### src/rtl/core/bfds_pkg.sv
// Shared constants, queue entry type and cell size clamp for the box filter downscaler.
package bfds_pkg;

  localparam int SRC_SIZE = 192;
  localparam int MIN_CELL = 8;
  localparam int SUM_W    = 18;
  localparam int POS_W    = 8;
  localparam int PROD_W   = 16;
  localparam int DIV_W    = SUM_W + 1;
  localparam int CNT_W    = 5;
  localparam int QDEPTH   = 4;
  localparam int QPTR_W   = 2;
  localparam int NCH      = 4;

  // One finished footprint, handed from the accumulator to the divider.
  typedef struct packed {
    logic [SUM_W-1:0] alpha;
    logic [SUM_W-1:0] red;
    logic [SUM_W-1:0] green;
    logic [SUM_W-1:0] blue;
    logic [POS_W-1:0] width;
    logic [POS_W-1:0] height;
    logic [POS_W-1:0] column;
    logic [POS_W-1:0] line;
    logic             done;
  } fp_t;

  function automatic logic [POS_W-1:0] eff_cell(input logic [7:0] v);
    logic [POS_W-1:0] c;
    c = v;
    if (v < 8'(MIN_CELL)) c = POS_W'(MIN_CELL);
    if (v > 8'(SRC_SIZE)) c = POS_W'(SRC_SIZE);
    return c;
  endfunction

endpackage

### src/rtl/core/bfds_queue.sv
// Short queue of finished footprints between front and back parts.
module bfds_queue import bfds_pkg::*; (
  input  logic clk,
  input  logic rst_n,
  input  logic push,
  input  fp_t  wdata,
  output logic full,
  input  logic pop,
  output logic empty,
  output fp_t  rdata
);

  fp_t               buf_r [QDEPTH];
  logic [QPTR_W-1:0] wp_r, rp_r;
  logic [QPTR_W:0]   cnt_r;

  assign full  = cnt_r == (QPTR_W+1)'(QDEPTH);
  assign empty = cnt_r == '0;
  assign rdata = buf_r[rp_r];

  always_ff @(posedge clk) begin
    if (!rst_n) begin
      wp_r  <= '0;
      rp_r  <= '0;
      cnt_r <= '0;
    end else begin
      if (push) wp_r <= wp_r + 1'b1;
      if (pop)  rp_r <= rp_r + 1'b1;
      cnt_r <= cnt_r + (QPTR_W+1)'(push) - (QPTR_W+1)'(pop);
    end
  end

  always_ff @(posedge clk) begin
    if (push) begin
      buf_r[wp_r] <= wdata;
    end
  end

endmodule

### config.mk
export PLATFORM = sky130hd
export DESIGN_NAME = bfds_queue
export DESIGN_NICKNAME = d
export VERILOG_FILES = /design/src/rtl/core/bfds_pkg.sv /design/src/rtl/core/bfds_queue.sv
export SDC_FILE = /design/constraint.sdc
export NUM_CORES = 1
export LEC_CHECK = 0
export BUFFER_PORTS_ARGS = -buffer_cell sky130_fd_sc_hd__buf_2
export CAP_MARGIN = 20
export CORE_UTILIZATION = 30
export CTS_CLUSTER_SIZE = 40
export DETAILED_ROUTE_END_ITERATION = 12
export SLEW_MARGIN = 20
export SYNTH_ARGS = -nofsm -noshare
export SYNTH_HDL_FRONTEND = slang
export SYNTH_SLANG_ARGS = --single-unit
### constraint.sdc
create_clock -name clk -period 3.1 [get_ports clk]
set_input_delay 0.155 -clock clk [delete_from_list [all_inputs] [get_ports clk]]
set_output_delay 0.155 -clock clk [all_outputs]
set_load 0.02 [all_outputs]
==> summary.txt <==
Logic synthesis
  • Top FF cell, synth: edfxtp_1
  • Cells after Synth: 592
  • Mean Syn Cell Area: 26.4 um^2
  • Distinct cell type count after synthesis: 21
  • Register area share after synthesis: 0.820
  • Yosys warns: 0
  • Synth top area cells: edfxtp_1 (81%), mux4_2 (15%), dfxtp_1 (1.2%)
  • Cell taking the most area after synthesis: edfxtp_1
  • Area share of the largest cell type after synthesis: 0.808
  • Syn nets: 708
  • Mapped Area: 15600 um^2
  • Synth cell count leaders: edfxtp_1 (420), mux4_2 (105), buf_2 (12), dfxtp_1 (9), inv_1 (7)
  • Top-count cell post-synth: edfxtp_1
  • Post-synth EDFFs: 420
  • FF+latch count, synth: 429
  • Async set-reset flop share out of synthesis: 0

Route
  • DRT Pass-1 Iters: 4
  • Final ANT Viol Nets: 0
  • Vias per std cell: 4.42
  • Number of DRC markers in iteration 0: 356
  • Via count: 7389
  • DRC violations left: 0
  • WL/cell: 18.9 um
  • Routed WL: 31.6 mm

Setup path
  • R2R Setup Slk: 1.29 ns
  • Worst r2r src: wp_r[0]$_SDFFE_PN0P_
  • Critical Path Start Type: register
  • Endpoint class of the critical path: output port
  • CP Class: reg2out
  • Crit path to: rdata[92]
  • Critical Path RT: 2.94 ns
  • Worst reg2reg endpoint: buf_r[2][68]$_DFFE_PP_
  • Worst-path fanout max: 32
  • Reg2reg path depth: 4
  • Worst Path Arrival: 2.29 ns

Worst hold path
  • Hold Crit Class: in2reg

Clocking
  • Sink Count: 429
  • Worst-Skew Late Latency: 0.56 ns
  • H-Tree Depth: 2
  • Hold Buf Count CTS: 108
  • CTS tree: built
  • CTS max path bufs: 3
  • Total CTS buffers: 47
  • Worst-path clk slew: 0.06 ns
  • Root Buffer: clkbuf_16
  • Resized cells post-CTS: 0
  • Post-CTS Repair Setup Buffers: 0

Global route
  • Pin count of the biggest net entering global routing: 69
  • Number of global-route vias before repair: 8059
  • Remaining Overflow, GRT: 0
  • Initial antenna violation count: 4
  • First-pass GRT wire length: 47.7 mm
  • Gr usage total: 0.120

Floorplan
  • Core area: 51300 um^2
  • IO Pins: 216
  • Initial core utilization: 0.304
  • Die Ht: 230 um
  • Full die area: 52900 um^2
  • # rows: 83
  • Die width: 230 um

Timing
  • Setup Viol. Count Final: 0
  • Hold Fails Final Rpt: 0
  • FMAX: 409 MHz
  • Slew Limit Fails: 0
  • Skew final: 0.0172 ns
  • Post-route minimum period: 2.44 ns
  • Worst Slack Setup Final: 0.657 ns
  • Tcrit/Tclk final: 0.788
  • Setup TNS: 0 ns
  • Worst-margin pin slew: 0.641 ns
  • RSZ-0062 raised after global routing: no
  • Slew HR: 0.572

Pwr
  • Sw frac: 0.222
  • Sequential power share: 0.485
  • Pwr Density: 688 nW/um^2
  • Leak pwr: 6.84 nW
  • Peak supply drop: 454 uV
  • Logic pwr share: 0.106
  • Net Sw Power: 0.00309 W
  • Int Power: 0.0108 W
  • Clock network power share: 0.409

Cells and area
  • Nets: 1070
  • Fillers: 4601
  • Area grow syn2layout: 29.9%
  • Layout cells sized above 1: 0.414

Run
  • Max cap viols: 0

Placed design
  • IO buf count: 215
  • Post-DP HPWL: 18.0 mm
  • Pre-CTS setup slack: 1.19 ns
  • GP Congestion: 0.680

Status
  • Outcome: finished, final reports clean
-- worst min path at each step --
stage / from / to / depth (start not counted)
floorplan: wdata[0] / buf_r[0][0]$_DFFE_PP_ / 0
global placement: wdata[92] / buf_r[0][92]$_DFFE_PP_ / 1
detailed placement: wdata[44] / buf_r[2][44]$_DFFE_PP_ / 1
CTS: wdata[7] / buf_r[3][7]$_DFFE_PP_ / 2
global route: wdata[7] / buf_r[3][7]$_DFFE_PP_ / 2
finish: wdata[7] / buf_r[0][7]$_DFFE_PP_ / 2
-- power groups by stage --
stage	Combinational (W)	Sequential [W]	Clock, W
floorplan	0.000908	0.00684	0
global placement	0.00139	0.00687	0
detailed placement	0.00140	0.00689	0
CTS	0.00152	0.00677	0.00590
global route	0.00159	0.00679	0.00609
finish	0.00148	0.00676	0.00570
-- final cells by class --
class / instances / area, um^2 / area share
Antenna cell: 2 / 5.00 / 0.000247
Clock buffer: 62 / 1290 / 0.0639
Clock inverter: 24 / 298 / 0.0147
Inverter: 7 / 26.3 / 0.00130
Multi-Input combinational cell: 132 / 2610 / 0.129
Sequential cell: 429 / 12800 / 0.631
Tap cell: 680 / 851 / 0.0420
Timing Repair Buffer: 337 / 2390 / 0.118
-- kinds of logic (layout without fill, tap and decap cells) --
| logic type | after synthesis | in the layout | share of synthesized area |
|---|---|---|---|
| AND/OR/NAND/NOR | 14 | 14 | 0.00481 |
| multiplexers | 106 | 106 | 0.152 |
| XOR/XNOR | 3 | 3 | 0.00265 |
| buffers and inverters | 31 | 430 | 0.0136 |
| flip-flops | 429 | 429 | 0.820 |
| other | 0 | 2 | 0 |
| AO/OA/AOI/OAI | 2 | 2 | 0.000962 |
| adder cells (fa/ha/maj) | 7 | 7 | 0.00609 |
-- placed cells by master, fill, tap and decap left out --
master	n
dfxtp_1	7
and3_1	1
xnor2_1	2
mux2i_1	1
edfxtp_1	420
bufinv_16	7
clkbuf_8	2
mux4_2	105
buf_12	10
clkbuf_1	11
dfxtp_4	2
buf_4	4
fa_1	1
diode_2	2
inv_8	1
clkinv_1	6
clkinv_2	9
a21oi_1	1
and2_1	2
inv_6	1
buf_2	215
xor3_1	1
ha_1	6
inv_1	7
nor2_1	5
nor3_1	1
and2_4	4
a21bo_2	1
clkbuf_16	49
nand3b_1	1
dlygate4sd3_1	108
-- critical path, stage by stage, from the launching register on --
cell and delay (ns):
dfxtp_4 0.63, buf_12 0.32, mux4_2 0.57, buf_2 0.18
-- stage by stage --
stage	instance area (um^2)	std cells	util	total power (W)	hold WS, ns
6_report	20300	1673	0.395	0.0139	0.340
3_5_place_dp	17600	1477	0.343	0.00829	0.373
3_3_place_gp	17600	1477	0.343	0.00826	0.365
5_1_grt	20300	1673	0.395	0.0145	0.300
4_1_cts	20300	1671	0.395	0.0142	0.284
2_1_floorplan	15600	592	-	0.00775	0.254
-- registers in the layout, summed over array words and instances, names as in the netlist, named ones only --
signal / cells
cnt_r: 3
rp_r: 2
wp_r: 2
buf_r: 420
-- routing by layer --
metal,track usage,up-vias,wire length (um)
met5,0,-,27
met4,0.0346,4,695
met3,0.0382,57,2190
met2,0.192,208,15000
met1,0.157,3835,13700
li1,-,3285,-
Power figures use the tool's default switching activity.
