$ cat src/rtl/core/bfds_pkg.sv
// Shared constants, queue entry type and cell size clamp for the box filter downscaler.
package bfds_pkg;

  localparam int SRC_SIZE = 192;
  localparam int MIN_CELL = 8;
  localparam int SUM_W    = 18;
  localparam int POS_W    = 8;
  localparam int PROD_W   = 16;
  localparam int DIV_W    = SUM_W + 1;
  localparam int CNT_W    = 5;
  localparam int QDEPTH   = 4;
  localparam int QPTR_W   = 2;
  localparam int NCH      = 4;

  // One finished footprint, handed from the accumulator to the divider.
  typedef struct packed {
    logic [SUM_W-1:0] alpha;
    logic [SUM_W-1:0] red;
    logic [SUM_W-1:0] green;
    logic [SUM_W-1:0] blue;
    logic [POS_W-1:0] width;
    logic [POS_W-1:0] height;
    logic [POS_W-1:0] column;
    logic [POS_W-1:0] line;
    logic             done;
  } fp_t;

  function automatic logic [POS_W-1:0] eff_cell(input logic [7:0] v);
    logic [POS_W-1:0] c;
    c = v;
    if (v < 8'(MIN_CELL)) c = POS_W'(MIN_CELL);
    if (v > 8'(SRC_SIZE)) c = POS_W'(SRC_SIZE);
    return c;
  endfunction

endpackage

$ cat src/rtl/core/bfds_back.sv
// Back part: footprint area, rounded division of four channel sums, result register.
module bfds_back import bfds_pkg::*; (
  input  logic             clk,
  input  logic             rst_n,
  input  logic             q_empty,
  input  fp_t              q_data,
  output logic             q_pop,
  output logic             out_empty,
  input  logic             out_pop,
  output logic [7:0]       out_alpha,
  output logic [7:0]       out_red,
  output logic [7:0]       out_green,
  output logic [7:0]       out_blue,
  output logic [7:0]       out_column,
  output logic [7:0]       out_line,
  output logic             out_frame_done
);

  localparam logic [2:0] ST_IDLE = 3'd0;
  localparam logic [2:0] ST_MUL  = 3'd1;
  localparam logic [2:0] ST_ADD  = 3'd2;
  localparam logic [2:0] ST_DIV  = 3'd3;
  localparam logic [2:0] ST_DONE = 3'd4;

  logic [2:0]        st_r, st_nxt;
  fp_t               ent_r;
  logic [PROD_W-1:0] n_r;
  logic [CNT_W-1:0]  cnt_r;
  logic [NCH-1:0][DIV_W-1:0]  quo_r;
  logic [NCH-1:0][PROD_W-1:0] rem_r;
  logic [NCH-1:0][SUM_W-1:0]  sums;
  logic [NCH-1:0][PROD_W:0]   trial;
  logic              ov_r, load_out;

  assign sums     = {ent_r.alpha, ent_r.red, ent_r.green, ent_r.blue};
  assign q_pop    = (st_r == ST_IDLE) && !q_empty;
  assign load_out = (st_r == ST_DONE) && (!ov_r || out_pop);
  assign out_empty = !ov_r;

  always_comb begin
    for (int i = 0; i < NCH; i++) begin
      trial[i] = {rem_r[i], quo_r[i][DIV_W-1]};
    end
  end

  always_comb begin
    st_nxt = st_r;
    case (st_r)
      ST_IDLE: if (!q_empty) st_nxt = ST_MUL;
      ST_MUL:  st_nxt = ST_ADD;
      ST_ADD:  st_nxt = ST_DIV;
      ST_DIV:  if (cnt_r == CNT_W'(DIV_W - 1)) st_nxt = ST_DONE;
      ST_DONE: if (load_out) st_nxt = ST_IDLE;
      default: st_nxt = ST_IDLE;
    endcase
  end

  always_ff @(posedge clk) begin
    if (!rst_n) begin
      st_r <= ST_IDLE;
      ov_r <= 1'b0;
    end else begin
      st_r <= st_nxt;
      if (load_out)     ov_r <= 1'b1;
      else if (out_pop) ov_r <= 1'b0;
    end
  end

  always_ff @(posedge clk) begin
    case (st_r)
      ST_IDLE: if (!q_empty) ent_r <= q_data;
      ST_MUL:  n_r <= PROD_W'(ent_r.width) * PROD_W'(ent_r.height);
      ST_ADD: begin
        cnt_r <= '0;
        for (int i = 0; i < NCH; i++) begin
          quo_r[i] <= DIV_W'(sums[i]) + DIV_W'(n_r >> 1);
          rem_r[i] <= '0;
        end
      end
      // restoring division, one quotient bit per cycle on all channels
      ST_DIV: begin
        cnt_r <= cnt_r + 1'b1;
        for (int i = 0; i < NCH; i++) begin
          if (trial[i] >= {1'b0, n_r}) begin
            rem_r[i] <= PROD_W'(trial[i] - {1'b0, n_r});
            quo_r[i] <= {quo_r[i][DIV_W-2:0], 1'b1};
          end else begin
            rem_r[i] <= PROD_W'(trial[i]);
            quo_r[i] <= {quo_r[i][DIV_W-2:0], 1'b0};
          end
        end
      end
      default: ;
    endcase
    if (load_out) begin
      out_alpha      <= quo_r[3][7:0];
      out_red        <= quo_r[2][7:0];
      out_green      <= quo_r[1][7:0];
      out_blue       <= quo_r[0][7:0];
      out_column     <= ent_r.column;
      out_line       <= ent_r.line;
      out_frame_done <= ent_r.done;
    end
  end

`ifndef ASSERT_OFF
  a_div_nonzero: assert property (@(posedge clk) disable iff (!rst_n)
    st_r == ST_DIV |-> n_r != '0) else $error("zero footprint area");
  a_pop_ok: assert property (@(posedge clk) disable iff (!rst_n)
    q_pop |-> !q_empty) else $error("pop from empty queue");
  a_load_valid: assert property (@(posedge clk) disable iff (!rst_n)
    load_out |=> ov_r) else $error("result not held after load");
`endif

endmodule

$ cat config.mk
export PLATFORM = sky130hd
export DESIGN_NAME = bfds_back
export DESIGN_NICKNAME = d
export VERILOG_FILES = /design/src/rtl/core/bfds_pkg.sv /design/src/rtl/core/bfds_back.sv
export SDC_FILE = /design/constraint.sdc
export NUM_CORES = 1
export LEC_CHECK = 0
export ABC_CLOCK_PERIOD_IN_PS = 20400
export CAP_MARGIN = 10
export CORE_MARGIN = 5
export CORE_UTILIZATION = 40
export DETAILED_ROUTE_END_ITERATION = 8
export DONT_BUFFER_PORTS = 1
export PLACE_DENSITY = 0.59
export SLEW_MARGIN = 5
export SYNTH_ARGS = -nofsm -noshare
export SYNTH_HDL_FRONTEND = slang
export SYNTH_SLANG_ARGS = --single-unit
$ cat constraint.sdc
create_clock -name clk -period 20.4 [get_ports clk]
set_input_delay 3.06 -clock clk [delete_from_list [all_inputs] [get_ports clk]]
set_output_delay 3.06 -clock clk [all_outputs]
set_load 0.01 [all_outputs]
==> flow_summary.json <==
{
  "outcome": "finished, final reports clean",
  "drtIter0Drc": 1029,
  "post-dp-hpwl_microns": 33800,
  "cts_made_buffers": 36,
  "nets": 2064,
  "clock_skew_ps": 17.8,
  "fin_crit_sh_pct": 32.4,
  "wirelength_microns": 47400,
  "cts_tree": "yes",
  "whs_ps": 418,
  "leakagePower_nw": 8.22,
  "crit_family": "buffers and inverters",
  "end_kind": "output port",
  "slowest_stage": "buf_4",
  "crit_fanout": 17,
  "start_kind": "primary input",
  "cts.sinks": 319,
  "dr.pass1.iters": 7,
  "final-seq-area_sq_um": 9540,
  "grt_pass1_wl_microns": 73900,
  "period_minus_slack_ps": 6610,
  "cpPeakStageDelay_ps": 310,
  "yosys-top-cells-area": "edfxtp_1 48%, ha_1 10%, fa_1 4.5%, nor2_1 3.2%, a21oi_1 3.1%",
  "setup_viol": 0,
  "num_rows": 81,
  "synth_top_area_share_pct": 48.5,
  "maxCapViolations": 0,
  "irDropWorstVdd_v": 0.0000733,
  "ys_ff_latch": 319,
  "ys.flop_type": "edfxtp_1",
  "routedWlPerCell_microns": 19.7,
  "portBuffers": 0,
  "root_buffer": "clkbuf_16",
  "syn_inst": 1742,
  "synthesis.nets": 2057,
  "cts_setup_buffers": 0,
  "relSlewSlack_pct": 30.7,
  "synthArstFlopShare_pct": 0,
  "fp.dieH_microns": 231,
  "area_delta_synth_final_pct": 9.72,
  "worstSkewPairLatency_ps": 550,
  "die_x_microns": 231,
  "layout-drive-gt1-share_pct": 5.18,
  "vias": 13200,
  "yosysWarningCount": 0,
  "path_clk_slew_ps": 60,
  "yosysTopAreaCell": "edfxtp_1",
  "vias_per_cell": 5.52,
  "fmax_mhz": 151,
  "pwr_density_cell_nw_per_um2": 126,
  "min_path_type": "reg -> reg",
  "crit_required_ps": 17340,
  "avgSynthCellArea_sq_um": 11.2,
  "setup_tns_ps": 0,
  "cp_data_arrival_time_ps": 3550,
  "h-tree-depth": 2,
  "cts_resized": 0,
  "slew_viol_final": 0,
  "layout_common_cells": "315 x edfxtp_1, 166 x nor2_1, 162 x ha_1, 121 x a21oi_1, 114 x inv_1",
  "io_pins": 160,
  "fillers": 4507,
  "gr-usage-all-layers_pct": 17.6,
  "ctsHoldBuffers": 0,
  "path_class": "in -> out",
  "rsz0062_at_grt": "false",
  "synth_cell_types": 77,
  "design_area_sq_um": 21400,
  "start_util_pct": 40.1,
  "syn_area_sq_um": 19500,
  "grt_pass1_vias": 13000,
  "crit_chain": "nor4_2 -> buf_4",
  "coreArea_sq_um": 48600,
  "ant_nets": 0,
  "dp.cells": 2332,
  "multi_input_area_sq_um": 9400,
  "ys_seq_area_share_pct": 48.9,
  "grt_max_degree": 83,
  "finalNonFillerCells": 2401,
  "critical_path_buf_inv_count": 1,
  "ctsLongestPathBuffers": 3,
  "drcViolationCount": 0,
  "postLayoutCoreUtil_pct": 44.0,
  "synth-edff-count": 315,
  "finalHoldViolations": 0,
  "die_area_sq_um": 53300,
  "placed_area_sq_um": 20200,
  "globalRouteOverflowTotal": 0,
  "final_common_cell": "edfxtp_1",
  "antenna_found_initial": 6,
  "worst_slew_pin_slew_ps": 1030,
  "gp_congestion": 0.884
}
area by class of cell:
cell class / instances / area share (%)
diodes: 3 / 0.0351
clock buffers: 46 / 4.53
multi-input cells: 1265 / 43.9
clock inverters: 19 / 0.906
repair buffers: 13 / 0.485
well taps: 622 / 3.63
inverters: 114 / 2.00
flip-flops and latches: 319 / 44.5
cell usage after synthesis (33+ instances only):
cell type and instances:
edfxtp_1 315, nor2_1 167, ha_1 162, a21oi_1 121, inv_1 114, nand2_1 106
o21ai_0 91, and2_1 58, xnor2_1 56, xor2_1 53, fa_1 44, a21o_1 36
mux2i_1 35, clkbuf_1 34, o21a_1 33
stage by stage:
stage | setup slack, ps | power (mW)
finish | 13790 | 2.70
global placement | 13810 | 2.04
CTS | 13780 | 2.72
global route | 13760 | 2.90
floorplan | 4130 | 1.81
detailed placement | 13790 | 2.06
flip-flops by register name, indices dropped and copies added, names as in the netlist:
signal	flops
st_r	3
out_alpha	8
out_frame_done	1
ov_r	1
out_line	8
out_blue	8
ent_r	105
n_r	16
rem_r	64
out_column	8
out_red	8
quo_r	76
cnt_r	5
out_green	8
final timing paths:
| path | from | end | slack [ps] | depth (start not counted) |
|---|---|---|---|---|
| max | q_empty | q_pop | 13790 | 2 |
| min | ent_r[0] | out_frame_done | 420 | 0 |
| max reg2reg | ent_r[25] | n_r[14] | 15590 | 16 |
| min reg2reg | ent_r[0] | out_frame_done | 420 | 0 |
power breakdown:
| group | internal [mW] | leakage [nW] | switching, mW |
|---|---|---|---|
| Combinational | 0.479 | 4.67 | 0.646 |
| Clock | 0.377 | 0.562 | 0.269 |
| Sequential | 0.852 | 2.99 | 0.0787 |
routing by layer:
layer	track usage, %	vias up	routed length [microns]	share of wire (%)
met4	5.37	0	1200	2.5
met1	23.6	6453	21100	45
met5	0.460	-	0	0
li1	-	6401	-	-
met3	4.00	77	2870	6.1
met2	28.6	317	22100	47
kinds of logic (layout without fill, tap and decap cells):
kind of cell | count (synthesis) | after routing | share of synthesized area, %
multiplexers | 36 | 36 | 1.85
buffers and inverters | 158 | 192 | 3.17
AO/OA/AOI/OAI | 431 | 431 | 14.3
XOR/XNOR | 109 | 109 | 4.89
flip-flops | 319 | 319 | 48.9
adder cells (fa/ha/maj) | 206 | 206 | 14.9
AND/OR/NAND/NOR | 483 | 483 | 12.0
other | 0 | 3 | 0
Note: power is estimated with default switching activity, not from simulation.
